`config.mk`:
```
export PLATFORM = sky130hd
export DESIGN_NAME = hack_instruction_assembler
export DESIGN_NICKNAME = d
export VERILOG_FILES = /design/src/sv/hia_pkg.sv /design/src/sv/hia_front.sv /design/src/sv/hia_fifo.sv /design/src/sv/hia_back.sv /design/src/sv/hack_instruction_assembler.sv
export SDC_FILE = /design/constraint.sdc
export NUM_CORES = 1
export LEC_CHECK = 0
export BUFFER_PORTS_ARGS = -buffer_cell sky130_fd_sc_hd__buf_4
export CORE_MARGIN = 8
export CORE_UTILIZATION = 55
export DETAILED_ROUTE_END_ITERATION = 8
export GPL_TIMING_DRIVEN = 0
export PLACE_DENSITY = 0.69
export SYNTH_ARGS = -nofsm -noshare
export SYNTH_HDL_FRONTEND = slang
export SYNTH_HIERARCHICAL = 1
export SYNTH_SLANG_ARGS = --single-unit
```
`constraint.sdc`:
```
create_clock -name clk -period 5.8 [get_ports clk]
set_input_delay 0.58 -clock clk [delete_from_list [all_inputs] [get_ports clk]]
set_output_delay 0.58 -clock clk [all_outputs]
set_load 0.005 [all_outputs]
```
`src/sv/hia_pkg.sv`:
```
// Shared types, constants and instruction lookup tables for the Hack instruction assembler.
package hia_pkg;

    // Capacity of the comp buffer in characters, and derived widths.
    localparam int MAX_COMP_CHARS = 7;
    localparam int CompBits       = 8 * MAX_COMP_CHARS;
    localparam int CompLenW       = $clog2(MAX_COMP_CHARS + 1);

    // Line queue between the scanner and the encoder.
    localparam int QueueDepth = 4;
    localparam int QPtrW      = $clog2(QueueDepth);
    localparam int QCountW    = $clog2(QueueDepth + 1);

    localparam int CompEntries = 28;
    localparam int DestEntries = 8;
    localparam int JumpEntries = 8;

    // Character codes the scanner reacts to.
    localparam logic [7:0] CH_NUL   = 8'h00;
    localparam logic [7:0] CH_TAB   = 8'h09;
    localparam logic [7:0] CH_CR    = 8'h0D;
    localparam logic [7:0] CH_SPACE = 8'h20;
    localparam logic [7:0] CH_PLUS  = 8'h2B;
    localparam logic [7:0] CH_MINUS = 8'h2D;
    localparam logic [7:0] CH_ZERO  = 8'h30;
    localparam logic [7:0] CH_NINE  = 8'h39;
    localparam logic [7:0] CH_SEMI  = 8'h3B;
    localparam logic [7:0] CH_EQ    = 8'h3D;
    localparam logic [7:0] CH_AT    = 8'h40;

    // Longest dest or jump part in characters.
    localparam int ShortPartMax = 3;

    // Input and output beats.
    typedef struct packed {
        logic [7:0] char_code;
        logic       last_char;
    } hia_char_t;

    typedef struct packed {
        logic [15:0] machine_word;
        logic        invalid;
    } hia_word_t;

    // Scanner states.
    typedef enum logic [1:0] {
        LK_START,
        LK_A,
        LK_C,
        LK_C_END
    } line_kind_t;

    typedef enum logic [1:0] {
        PS_FIRST,
        PS_COMP,
        PS_JUMP
    } part_sel_t;

    // One scanned line, handed from the scanner to the encoder.
    typedef struct packed {
        logic                is_a;
        logic [15:0]         number;
        logic                negative;
        logic [CompBits-1:0] comp_text;
        logic [CompLenW-1:0] comp_len;
        logic [23:0]         dest_text;
        logic [1:0]          dest_len;
        logic [23:0]         jump_text;
        logic [1:0]          jump_len;
        logic                overlong;
    } hia_line_t;

    // Queue status seen by both sides.
    typedef struct packed {
        logic               full;
        logic               empty;
        logic [QCountW-1:0] count;
    } hia_q_status_t;

    // Comp mnemonics, packed right-aligned, with lengths and codes.
    localparam logic [23:0] CompName [CompEntries] = '{
        24'h000030, 24'h000031, 24'h002D31, 24'h000044, 24'h000041,
        24'h002144, 24'h002141, 24'h002D44, 24'h002D41, 24'h442B31,
        24'h412B31, 24'h442D31, 24'h412D31, 24'h442B41, 24'h442D41,
        24'h412D44, 24'h442641, 24'h447C41,
        24'h00004D, 24'h00214D, 24'h002D4D, 24'h4D2B31, 24'h4D2D31,
        24'h442B4D, 24'h442D4D, 24'h4D2D44, 24'h44264D, 24'h447C4D
    };
    localparam logic [1:0] CompLen [CompEntries] = '{
        2'd1, 2'd1, 2'd2, 2'd1, 2'd1, 2'd2, 2'd2, 2'd2, 2'd2, 2'd3,
        2'd3, 2'd3, 2'd3, 2'd3, 2'd3, 2'd3, 2'd3, 2'd3,
        2'd1, 2'd2, 2'd2, 2'd3, 2'd3, 2'd3, 2'd3, 2'd3, 2'd3, 2'd3
    };
    localparam logic [6:0] CompCode [CompEntries] = '{
        7'h2A, 7'h3F, 7'h3A, 7'h0C, 7'h30, 7'h0D, 7'h31, 7'h0F, 7'h33, 7'h1F,
        7'h37, 7'h0E, 7'h32, 7'h02, 7'h13, 7'h07, 7'h00, 7'h15,
        7'h70, 7'h71, 7'h73, 7'h77, 7'h72, 7'h42, 7'h53, 7'h47, 7'h40, 7'h55
    };

    // Dest and jump mnemonics; the entry index is the encoded field.
    localparam logic [23:0] DestName [DestEntries] = '{
        24'h000000, 24'h00004D, 24'h000044, 24'h004D44,
        24'h000041, 24'h00414D, 24'h004144, 24'h414D44
    };
    localparam logic [1:0] DestLen [DestEntries] = '{
        2'd0, 2'd1, 2'd1, 2'd2, 2'd1, 2'd2, 2'd2, 2'd3
    };
    localparam logic [23:0] JumpName [JumpEntries] = '{
        24'h000000, 24'h4A4754, 24'h4A4551, 24'h4A4745,
        24'h4A4C54, 24'h4A4E45, 24'h4A4C45, 24'h4A4D50
    };
    localparam logic [1:0] JumpLen [JumpEntries] = '{
        2'd0, 2'd3, 2'd3, 2'd3, 2'd3, 2'd3, 2'd3, 2'd3
    };

    // Comp lookup: returns {hit, code}.
    function automatic logic [7:0] comp_lookup(input logic [CompBits-1:0] text,
                                               input logic [CompLenW-1:0] len);
        logic       hit;
        logic [6:0] code;
        hit  = 1'b0;
        code = 7'd0;
        for (int i = 0; i < CompEntries; i++) begin
            if (text == CompBits'(CompName[i]) && len == CompLenW'(CompLen[i])) begin
                hit  = 1'b1;
                code = CompCode[i];
            end
        end
        return {hit, code};
    endfunction

    // Dest lookup: returns {hit, index}.
    function automatic logic [3:0] dest_lookup(input logic [23:0] text,
                                               input logic [1:0] len);
        logic       hit;
        logic [2:0] idx;
        hit = 1'b0;
        idx = 3'd0;
        for (int i = 0; i < DestEntries; i++) begin
            if (text == DestName[i] && len == DestLen[i]) begin
                hit = 1'b1;
                idx = 3'(i);
            end
        end
        return {hit, idx};
    endfunction

    // Jump lookup: returns {hit, index}.
    function automatic logic [3:0] jump_lookup(input logic [23:0] text,
                                               input logic [1:0] len);
        logic       hit;
        logic [2:0] idx;
        hit = 1'b0;
        idx = 3'd0;
        for (int i = 0; i < JumpEntries; i++) begin
            if (text == JumpName[i] && len == JumpLen[i]) begin
                hit = 1'b1;
                idx = 3'(i);
            end
        end
        return {hit, idx};
    endfunction

endpackage

```
`src/sv/hia_front.sv`:
```
// Character scanner: classifies each line and collects its parts or its number.
module hia_front (
    input  logic                  clk,
    input  logic                  rst_n,
    input  logic                  char_valid,
    output logic                  char_stall,
    input  hia_pkg::hia_char_t    char_beat,
    input  hia_pkg::hia_q_status_t q_status,
    output logic                  push,
    output hia_pkg::hia_line_t    push_line
);
    import hia_pkg::*;

    line_kind_t          kind_reg, kind_after, kind_next;
    part_sel_t           part_reg, part_after, part_next;
    logic [CompBits-1:0] first_text_reg, first_text_after, first_text_next;
    logic [CompLenW-1:0] first_len_reg, first_len_after, first_len_next;
    logic [23:0]         dest_text_reg, dest_text_after, dest_text_next;
    logic [1:0]          dest_len_reg, dest_len_after, dest_len_next;
    logic [23:0]         jump_text_reg, jump_text_after, jump_text_next;
    logic [1:0]          jump_len_reg, jump_len_after, jump_len_next;
    logic [15:0]         accum_reg, accum_after, accum_next;
    logic                begun_reg, begun_after, begun_next;
    logic                neg_reg, neg_after, neg_next;
    logic                stopped_reg, stopped_after, stopped_next;
    logic                overlong_reg, overlong_after, overlong_next;

    logic       accept;
    logic [7:0] c;
    logic       text_en;
    logic       num_en;
    logic       append;
    logic       is_space;
    logic       is_digit;
    logic       is_sign;

    assign char_stall = q_status.full;
    assign accept     = char_valid && !char_stall;
    assign c          = char_beat.char_code;
    assign push       = accept && char_beat.last_char;

    // Line kind after the current beat.
    always_comb
    begin
        kind_after = kind_reg;
        if (accept)
        begin
            unique case (kind_reg)
                LK_START:
                begin
                    if (c == CH_AT)
                        kind_after = LK_A;
                    else if (c == CH_NUL)
                        kind_after = LK_C_END;
                    else
                        kind_after = LK_C;
                end
                LK_A:     kind_after = LK_A;
                LK_C:     kind_after = (c == CH_NUL) ? LK_C_END : LK_C;
                LK_C_END: kind_after = LK_C_END;
                default:  kind_after = kind_reg;
            endcase
        end
        kind_next = push ? LK_START : kind_after;
    end

    // Which datapath the current beat feeds.
    always_comb
    begin
        text_en = 1'b0;
        num_en  = 1'b0;
        unique case (kind_reg)
            LK_START: text_en = accept && c != CH_AT && c != CH_NUL;
            LK_A:     num_en  = accept;
            LK_C:     text_en = accept && c != CH_NUL;
            LK_C_END: text_en = 1'b0;
            default:  text_en = 1'b0;
        endcase
    end

    assign is_space = (c == CH_SPACE) || (c >= CH_TAB && c <= CH_CR);
    assign is_digit = (c >= CH_ZERO) && (c <= CH_NINE);
    assign is_sign  = (c == CH_PLUS) || (c == CH_MINUS);

    // Text parts of a C-instruction.
    always_comb
    begin
        part_after       = part_reg;
        first_text_after = first_text_reg;
        first_len_after  = first_len_reg;
        dest_text_after  = dest_text_reg;
        dest_len_after   = dest_len_reg;
        jump_text_after  = jump_text_reg;
        jump_len_after   = jump_len_reg;
        overlong_after   = overlong_reg;
        append           = 1'b0;
        if (text_en)
        begin
            unique case (part_reg)
                PS_FIRST:
                begin
                    if (c == CH_EQ)
                    begin
                        if (first_len_reg > CompLenW'(ShortPartMax))
                            overlong_after = 1'b1;
                        else
                        begin
                            dest_text_after = first_text_reg[23:0];
                            dest_len_after  = first_len_reg[1:0];
                        end
                        first_text_after = '0;
                        first_len_after  = '0;
                        part_after       = PS_COMP;
                    end
                    else if (c == CH_SEMI)
                        part_after = PS_JUMP;
                    else
                        append = 1'b1;
                end
                PS_COMP:
                begin
                    if (c == CH_SEMI)
                        part_after = PS_JUMP;
                    else
                        append = 1'b1;
                end
                PS_JUMP:
                begin
                    if (c == CH_EQ)
                        overlong_after = 1'b1;
                    else if (jump_len_reg < 2'(ShortPartMax))
                    begin
                        jump_text_after = {jump_text_reg[15:0], c};
                        jump_len_after  = jump_len_reg + 2'd1;
                    end
                    else
                        overlong_after = 1'b1;
                end
                default: part_after = part_reg;
            endcase
        end
        // Append to the comp buffer while it has room.
        if (append)
        begin
            if (first_len_reg < CompLenW'(MAX_COMP_CHARS))
            begin
                first_text_after = {first_text_reg[CompBits-9:0], c};
                first_len_after  = first_len_reg + CompLenW'(1);
            end
            else
                overlong_after = 1'b1;
        end
    end

    // Decimal number of an A-instruction.
    always_comb
    begin
        accum_after   = accum_reg;
        begun_after   = begun_reg;
        neg_after     = neg_reg;
        stopped_after = stopped_reg;
        if (num_en && !stopped_reg)
        begin
            if (!begun_reg && is_space)
                begun_after = begun_reg;
            else if (!begun_reg && is_sign)
            begin
                begun_after = 1'b1;
                neg_after   = neg_reg || (c == CH_MINUS);
            end
            else if (is_digit)
            begin
                begun_after = 1'b1;
                accum_after = (accum_reg << 3) + (accum_reg << 1) + {12'd0, c[3:0]};
            end
            else
                stopped_after = 1'b1;
        end
    end

    // Finished line record.
    always_comb
    begin
        push_line.is_a      = (kind_after == LK_A);
        push_line.number    = accum_after;
        push_line.negative  = neg_after;
        push_line.comp_text = first_text_after;
        push_line.comp_len  = first_len_after;
        push_line.dest_text = dest_text_after;
        push_line.dest_len  = dest_len_after;
        push_line.jump_text = jump_text_after;
        push_line.jump_len  = jump_len_after;
        push_line.overlong  = overlong_after;
    end

    // Clear everything after the final character of a line.
    always_comb
    begin
        part_next       = push ? PS_FIRST : part_after;
        first_text_next = push ? '0 : first_text_after;
        first_len_next  = push ? '0 : first_len_after;
        dest_text_next  = push ? '0 : dest_text_after;
        dest_len_next   = push ? '0 : dest_len_after;
        jump_text_next  = push ? '0 : jump_text_after;
        jump_len_next   = push ? '0 : jump_len_after;
        accum_next      = push ? '0 : accum_after;
        begun_next      = push ? 1'b0 : begun_after;
        neg_next        = push ? 1'b0 : neg_after;
        stopped_next    = push ? 1'b0 : stopped_after;
        overlong_next   = push ? 1'b0 : overlong_after;
    end

    always_ff @(posedge clk or negedge rst_n)
    begin
        if (!rst_n)
        begin
            kind_reg       <= LK_START;
            part_reg       <= PS_FIRST;
            first_text_reg <= '0;
            first_len_reg  <= '0;
            dest_text_reg  <= '0;
            dest_len_reg   <= '0;
            jump_text_reg  <= '0;
            jump_len_reg   <= '0;
            accum_reg      <= '0;
            begun_reg      <= 1'b0;
            neg_reg        <= 1'b0;
            stopped_reg    <= 1'b0;
            overlong_reg   <= 1'b0;
        end
        else
        begin
            kind_reg       <= kind_next;
            part_reg       <= part_next;
            first_text_reg <= first_text_next;
            first_len_reg  <= first_len_next;
            dest_text_reg  <= dest_text_next;
            dest_len_reg   <= dest_len_next;
            jump_text_reg  <= jump_text_next;
            jump_len_reg   <= jump_len_next;
            accum_reg      <= accum_next;
            begun_reg      <= begun_next;
            neg_reg        <= neg_next;
            stopped_reg    <= stopped_next;
            overlong_reg   <= overlong_next;
        end
    end

endmodule

```
`src/sv/hia_fifo.sv`:
```
// Short queue of scanned lines between the scanner and the encoder.
module hia_fifo (
    input  logic                   clk,
    input  logic                   rst_n,
    input  logic                   push,
    input  hia_pkg::hia_line_t     push_line,
    input  logic                   pop,
    output hia_pkg::hia_line_t     head_line,
    output hia_pkg::hia_q_status_t q_status
);
    import hia_pkg::*;

    hia_line_t          entry_reg [QueueDepth];
    logic [QPtrW-1:0]   wr_ptr_reg, wr_ptr_next;
    logic [QPtrW-1:0]   rd_ptr_reg, rd_ptr_next;
    logic [QCountW-1:0] count_reg, count_next;
    logic               do_push;
    logic               do_pop;

    assign q_status.full  = (count_reg == QCountW'(QueueDepth));
    assign q_status.empty = (count_reg == '0);
    assign q_status.count = count_reg;
    assign do_push        = push && !q_status.full;
    assign do_pop         = pop && !q_status.empty;
    assign head_line      = entry_reg[rd_ptr_reg];

    // Pointer and occupancy update.
    always_comb
    begin
        wr_ptr_next = do_push ? wr_ptr_reg + QPtrW'(1) : wr_ptr_reg;
        rd_ptr_next = do_pop ? rd_ptr_reg + QPtrW'(1) : rd_ptr_reg;
        count_next  = count_reg + QCountW'(do_push) - QCountW'(do_pop);
    end

    always_ff @(posedge clk or negedge rst_n)
    begin
        if (!rst_n)
        begin
            wr_ptr_reg <= '0;
            rd_ptr_reg <= '0;
            count_reg  <= '0;
        end
        else
        begin
            wr_ptr_reg <= wr_ptr_next;
            rd_ptr_reg <= rd_ptr_next;
            count_reg  <= count_next;
        end
    end

    // Entry storage.
    always_ff @(posedge clk)
    begin
        if (do_push)
            entry_reg[wr_ptr_reg] <= push_line;
    end

endmodule

```
`src/sv/hia_back.sv`:
```
// Encoder: matches the parts of a line against the tables and registers the word.
module hia_back (
    input  logic                   clk,
    input  logic                   rst_n,
    input  hia_pkg::hia_q_status_t q_status,
    input  hia_pkg::hia_line_t     head_line,
    output logic                   pop,
    output logic                   word_valid,
    input  logic                   word_stall,
    output hia_pkg::hia_word_t     word_beat
);
    import hia_pkg::*;

    logic      word_valid_reg, word_valid_next;
    hia_word_t word_reg;
    hia_word_t encoded;
    logic      load;
    logic [7:0] comp_hit;
    logic [3:0] dest_hit;
    logic [3:0] jump_hit;
    logic       bad;

    // Table matches for the line at the head of the queue.
    assign comp_hit = comp_lookup(head_line.comp_text, head_line.comp_len);
    assign dest_hit = dest_lookup(head_line.dest_text, head_line.dest_len);
    assign jump_hit = jump_lookup(head_line.jump_text, head_line.jump_len);
    assign bad      = head_line.overlong || !comp_hit[7] || !dest_hit[3] || !jump_hit[3];

    // Word assembly.
    always_comb
    begin
        if (head_line.is_a)
        begin
            encoded.machine_word = head_line.negative ? 16'd0 - head_line.number
                                                      : head_line.number;
            encoded.invalid      = 1'b0;
        end
        else if (bad)
        begin
            encoded.machine_word = 16'd0;
            encoded.invalid      = 1'b1;
        end
        else
        begin
            encoded.machine_word = {3'b111, comp_hit[6:0], dest_hit[2:0], jump_hit[2:0]};
            encoded.invalid      = 1'b0;
        end
    end

    // Output register takes a new word whenever it is empty or being drained.
    assign load            = !word_valid_reg || !word_stall;
    assign pop             = load && !q_status.empty;
    assign word_valid_next = load ? !q_status.empty : word_valid_reg;

    always_ff @(posedge clk or negedge rst_n)
    begin
        if (!rst_n)
            word_valid_reg <= 1'b0;
        else
            word_valid_reg <= word_valid_next;
    end

    always_ff @(posedge clk)
    begin
        if (pop)
            word_reg <= encoded;
    end

    assign word_valid = word_valid_reg;
    assign word_beat  = word_reg;

endmodule

```
`src/sv/hack_instruction_assembler.sv`:
```
// A finished line goes to the line queue, then its word to the output register.
// Throughput: one character beat per cycle while the line queue is not full, and a
// final character may follow in the next cycle.
// The encoder drains one queued line per cycle into the output register unless stalled.
// Reset: rst_n is asynchronous and active low; it clears the scanner, the line queue
// and the output valid, so a partly received line is dropped.
module hack_instruction_assembler (
    input  logic               clk,
    input  logic               rst_n,
    input  logic               char_valid,
    output logic               char_stall,
    input  hia_pkg::hia_char_t char_beat,
    output logic               word_valid,
    input  logic               word_stall,
    output hia_pkg::hia_word_t word_beat
);
    import hia_pkg::*;

    hia_q_status_t q_status;
    hia_line_t     push_line;
    hia_line_t     head_line;
    logic          push;
    logic          pop;

    // Scanner.
    hia_front u_front (
        .clk        (clk),
        .rst_n      (rst_n),
        .char_valid (char_valid),
        .char_stall (char_stall),
        .char_beat  (char_beat),
        .q_status   (q_status),
        .push       (push),
        .push_line  (push_line)
    );

    // Line queue.
    hia_fifo u_fifo (
        .clk       (clk),
        .rst_n     (rst_n),
        .push      (push),
        .push_line (push_line),
        .pop       (pop),
        .head_line (head_line),
        .q_status  (q_status)
    );

    // Encoder and output register.
    hia_back u_back (
        .clk        (clk),
        .rst_n      (rst_n),
        .q_status   (q_status),
        .head_line  (head_line),
        .pop        (pop),
        .word_valid (word_valid),
        .word_stall (word_stall),
        .word_beat  (word_beat)
    );

    // An invalid line always carries a zero word.
    a_invalid_zero: assert property (@(posedge clk) disable iff (!rst_n)
        word_valid && word_beat.invalid |-> word_beat.machine_word == 16'd0)
        else $error("invalid word is not zero");

    // Queue occupancy stays within its depth.
    a_count_bound: assert property (@(posedge clk) disable iff (!rst_n)
        q_status.count <= QCountW'(QueueDepth))
        else $error("line queue overflow");

    // A finished line is held in the queue on the next cycle.
    a_push_held: assert property (@(posedge clk) disable iff (!rst_n)
        push |=> !q_status.empty)
        else $error("finished line lost");

    // A word only appears when a line was waiting.
    a_word_source: assert property (@(posedge clk) disable iff (!rst_n)
        $rose(word_valid) |-> $past(!q_status.empty))
        else $error("word without a queued line");

endmodule
```
Word level (Yosys, flattened, before mapping)

Memory sizes are Yosys's and may differ from the RTL's.
Index checks and enable logic that the tools add are counted.

$add $sub $neg: 9
Magnitude comparators: 7
Eq/ne operators: 66
Muxes and demuxes: 167
Reductions and logical operators: 89

Operator list:

| operator                                                             | count |
|---|---|
| 56-bit by 23-bit == test with 1-bit output (second input constant)   | 16 |
| 56-bit by 14-bit == test with 1-bit output (second input constant)   | 7 |
| 56-bit two-way mux                                                   | 6 |
| 24-bit two-way mux                                                   | 10 |
| 24-bit by 23-bit == test with 1-bit output (second input constant)   | 8 |
| 56-bit by 7-bit == test with 1-bit output (second input constant)    | 3 |
| 56-bit by 6-bit == test with 1-bit output (second input constant)    | 2 |
| 6-bit two-way mux                                                    | 18 |
| 16-bit two-way mux                                                   | 6 |
| 1-bit two-way mux                                                    | 75 |
| 24-bit by 15-bit == test with 1-bit output (second input constant)   | 3 |
| 24-bit by 7-bit == test with 1-bit output (second input constant)    | 3 |
| 7-bit two-way mux                                                    | 10 |
| 1-bit logical AND                                                    | 57 |
| 24-bit logical NOT                                                   | 2 |
| 2-bit two-way mux                                                    | 21 |
| 3-bit two-way mux                                                    | 14 |
| 8-bit by 6-bit == test with 1-bit output (second input constant)     | 5 |
| 17-bit two-way mux                                                   | 2 |
| 16-bit adder                                                         | 1 |
| 16-bit by 4-bit adder with 16-bit output                             | 1 |
| 1-bit by 16-bit subtractor with 16-bit output (first input constant) | 1 |
| 2-bit == test (second input constant)                                | 6 |
| 1-bit logical NOT                                                    | 9 |
| other kinds (31)                                                     | 52 |

Flip-flop bits (word level): 160
Bits in writable memories: 520
Bits of input ports: 13
Output and inout bits: 19
Word-level logic and storage cells: 358
Memories: 1

Memory list:

| memory           | depth | bits a word | read ports | clocked after memory_dff | write ports | line           | text |
|---|---|---|---|---|---|---|---|
| u_fifo.entry_reg | 4     | 130         | 1          | 0                        | 1           | hia_fifo.sv:13 | `hia_line_t entry_reg [QueueDepth];` |

Longest topological paths before layout

An unclocked memory read counts as a cell.

Word-level depth: 37
Depth in mapped cells: 13

Cells and area by module

Netlist, hierarchy kept.

Modules (own cells, without submodules):

| module    | times used | cells an instance | area an instance (sq um) | seq. area each (sq um) |
|---|---|---|---|---|
| hia_fifo  | 1          | 721               | 19215.9                  | 15790.1 |
| hia_front | 1          | 648               | 7215.7                   | 3378.2 |
| hia_back  | 1          | 359               | 2701.3                   | 535.5 |

Worst setup path before layout

No wires, ideal clock.

Path kind: register to register
Start point: register u_fifo.count_reg[2]
End point: memory u_fifo/entry_reg[0][0] in the netlist's numbering (enable)
Library setup time: 0.505 ns
Arrival: 4.652 ns
Required time: 5.295 ns
Setup slack: 0.643 ns
Stages on the path, launching flop included: 7
Period minus slack after synthesis: 5.157 ns
Cell sequence: dfrtp_1 nor3b_2 nor2b_1 nand2_1 inv_1 buf_1 and3b_1

RTL lines:

| element                | line           | text |
|---|---|---|
| from (decl)            | hia_fifo.sv:16 | `logic [QCountW-1:0] count_reg, count_next;` |
| from (signal assigned) | hia_fifo.sv:47 | `count_reg <= count_next;` |
| to (decl)              | hia_fifo.sv:13 |  |

==> flow_summary.yaml <==
run_status:
  status: "finished, final reports clean"
worst_hold_path:
  holdPathEnd: "u_back/word_valid"
  min_path_type: "input port to flop"
  hold_depth: 3
  min_from: "word_stall"
critical_path:
  startpoint: "u_fifo/rd_ptr_reg[1]"
  arrival_ns: 5.81
  worstPathRequired_ns: 6.16
  critPathBufInv: 3
  crit_type: "flop to flop"
  r2r_setup_slack_ns: 0.35
  crit_slowest_cell: "nor4_1"
  worstPathCellList: "clkbuf_1 > buf_2 > buf_2 > mux4_2 > nor4_1 > nand3_1 > nor3_1 > a21oi_1 > o32ai_1 > o31ai_1 > o22ai_1"
  cpPeakStageDelay_ns: 1.05
  critical_path.top_delay_family: "simple AND/OR/NAND/NOR gates"
  r2r_end: "u_back/word_beat[2]"
  r2r_cells: 11
  path_max_fanout: 10
  rr_startpoint: "u_fifo/rd_ptr_reg[1]"
  critical-path-top-cell-by-count: "buf_2"
  endpoint_kind: "flop"
  crit_path_start_kind: "flop"
floorplanning:
  start_util_pct: 55.5
  rows: 84
  ios: 32
  core_mm2: 0.0524
  fp.dieH_um: 246
  die_w_um: 246
  dieArea_mm2: 0.0606
final_layout:
  diodes: 0
  post-route-util_pct: 62.6
  layout-drive-gt1-share_pct: 20.5
  nets: 1896
  final_common_cell: "edfxtp_1"
  final_cell_mix: "edfxtp_1, dfrtp_1, mux4_2, a22o_1, clkbuf_16"
  largest_reg_flops: 520
  area_growth_pct: 12.7
  fill_cells: 3693
logic_synthesis:
  avgSynthCellArea_um2: 16.9
  yosysWarnings: 6
  syn-num-nets: 1779
  synthCells: 1728
  ys_types: 81
  ys_seq_area_share_pct: 67.6
  ys_ff_latch: 680
  synth_flop_cell: "edfxtp_1"
  syn_area_mm2: 0.0291
  synth_edf_count: 537
  async_flop_share_pct: 21.0
cts:
  cts_hold_buf: 1
  cts_tree: "done"
  cts_resized: 0
  clock_latency_ns: 0.60
  cts.sinks: 680
  root_buffer: "clkbuf_16"
  post_cts_buffers: 0
  cts_buffers: 71
  clk_pin_slew_ns: 0.06
  htree_levels: 3
  clock_path_buffers: 3
timing:
  tightest_slew_ns: 1.26
  period_needed_ns: 5.45
  fmax_ghz: 0.184
  finalSetupViolations: 0
  clock-skew-final_ns: 0.0189
  slew_viol_final: 0
  rsz0062_at_grt: "no"
  period_share_pct: 93.9
  hold_violations: 0
  slew_headroom_pct: 15.1
  timing.final.ws_setup_ns: 0.352
power_and_ir_drop:
  total_power_mw: 14.7
  leakagePower_nw: 11.7
  p_per_area_mw_per_mm2: 447
  ir_drop_uv: 368
grt:
  grt_max_degree: 97
  grt_first_pass_wirelength_mm: 102
  grt_pass1_vias: 17000
  overflow: 0
  antenna_found_initial: 1
  grt_use_total_pct: 22.3
place:
  dp_slack_ns: 0.518
  dp_hpwl_mm: 44.2
  gp_congestion: 0.908
  io_buffers: 29
route:
  vias: 16500
  vias_per_cell: 6.38
  firstDrtPassIters: 5
  ant_nets: 0
  routed_wirelength_mm: 66.9
  remaining_drc_errors: 0
  wl_per_cell_um: 25.8
  drt_iter0_markers: 1493
job:
  max_cap_violations: 0
[cells in the mapped netlist, types with 4 or more instances]
master	count	area [um2]
and3_1	9	56.3
a31oi_1	11	68.8
buf_4	6	45.0
inv_1	28	105
buf_2	24	120
nor4_1	27	169
edfxtp_1	537	16100
o211ai_1	4	30.0
o21ai_0	38	190
or4_1	8	60.1
nor2_1	47	176
mux4_2	130	2930
a21o_1	5	37.5
o22ai_1	17	106
o31ai_1	11	82.6
o21a_1	4	30.0
nor3_1	32	160
or3_1	9	56.3
a2111oi_0	6	52.6
o31a_1	4	35.0
buf_6	12	135
and4_1	5	43.8
a22o_1	118	1030
nor4bb_1	4	40.0
a22oi_1	5	37.5
and3b_1	5	43.8
ha_1	35	438
nand2_1	66	248
nand2b_1	14	87.6
mux2_4	20	300
xnor2_1	14	123
nand4_1	14	87.6
dfrtp_1	143	3580
nor3b_1	4	30.0
clkbuf_1	41	154
and2_1	70	438
nor2b_1	10	62.6
o221ai_1	4	35.0
a211oi_1	14	105
xor2_1	15	131
mux2_2	30	338
a21oi_1	31	155
buf_1	6	22.5
nand3_1	26	130
[layout make-up]
| class | instances | area (um2) | share of cell area, % |
|---|---|---|---|
| sequential | 680 | 19700 | 60.0 |
| multi-input combinational | 931 | 8870 | 27.0 |
| clock buffer | 104 | 2000 | 6.10 |
| tap | 688 | 861 | 2.62 |
| timing repair buffer | 44 | 587 | 1.79 |
| buffer | 89 | 477 | 1.45 |
| clock inverter | 26 | 229 | 0.697 |
| inverter | 28 | 105 | 0.320 |
[metrics by stage]
step / hold slack [ns] / cell area, um2 / TNS, ns / instances
6_report: 0.196 / 32800 / 0 / 2590
5_1_grt: 0.199 / 32800 / 0 / 2590
4_1_cts: 0.171 / 32800 / 0 / 2590
3_5_place_dp: 0.487 / 30600 / 0 / 2459
3_3_place_gp: 0.485 / 30200 / -1444.95 / 2445
2_1_floorplan: 0.284 / 29100 / 0 / 1728
[kinds of logic (layout without fill, tap and decap cells)]
group           after synthesis  after routing  synth area share (%)
buf+inv                     117            291                  2.00
xor+xnor                     29             29                 0.872
fa+ha+maj                    38             38                  1.71
flops                       680            680                  67.6
compound gates              306            306                  8.01
mux                         181            181                  12.3
simple gates                377            377                  7.50
[how the worst max path moves through the flow]
stage,slack (ns),end,cells past startpoint
after floorplan,0.64,u_fifo/entry_reg[0][0],6
after global placement,-2.88,u_fifo/entry_reg[1][89],6
after detailed placement,0.52,u_back/word_beat[3],11
after CTS,0.46,u_back/word_beat[3],11
after global routing,0.20,u_back/word_beat[3],11
final,0.35,u_back/word_beat[2],11
[power by group]
group          leakage [nW]  switching [mW]  internal (mW)
logic                  3.67            2.31           1.69
registers              6.94           0.306           6.01
clock network          1.10            1.81           2.54
total                  11.7            4.42           10.2
[metal layers]
metal / vias to the layer above / global-route usage, % / share of wire, % / wire, um
met5: - / 0 / 0.033 / 22
met4: 4 / 7.13 / 3.1 / 2070
met3: 122 / 4.68 / 6.5 / 4380
met2: 600 / 36.0 / 48 / 32400
met1: 8543 / 30.3 / 42 / 28100
li1: 7253 / - / - / -
[tightest hold or removal path, delay by kind of cell]
| kind | cells | cell delay [ns] |
|---|---|---|
| buffers and inverters | 1 | 0.09 |
| and+or+nand+nor | 2 | 0.09 |
Power figures use the tool's default switching activity.
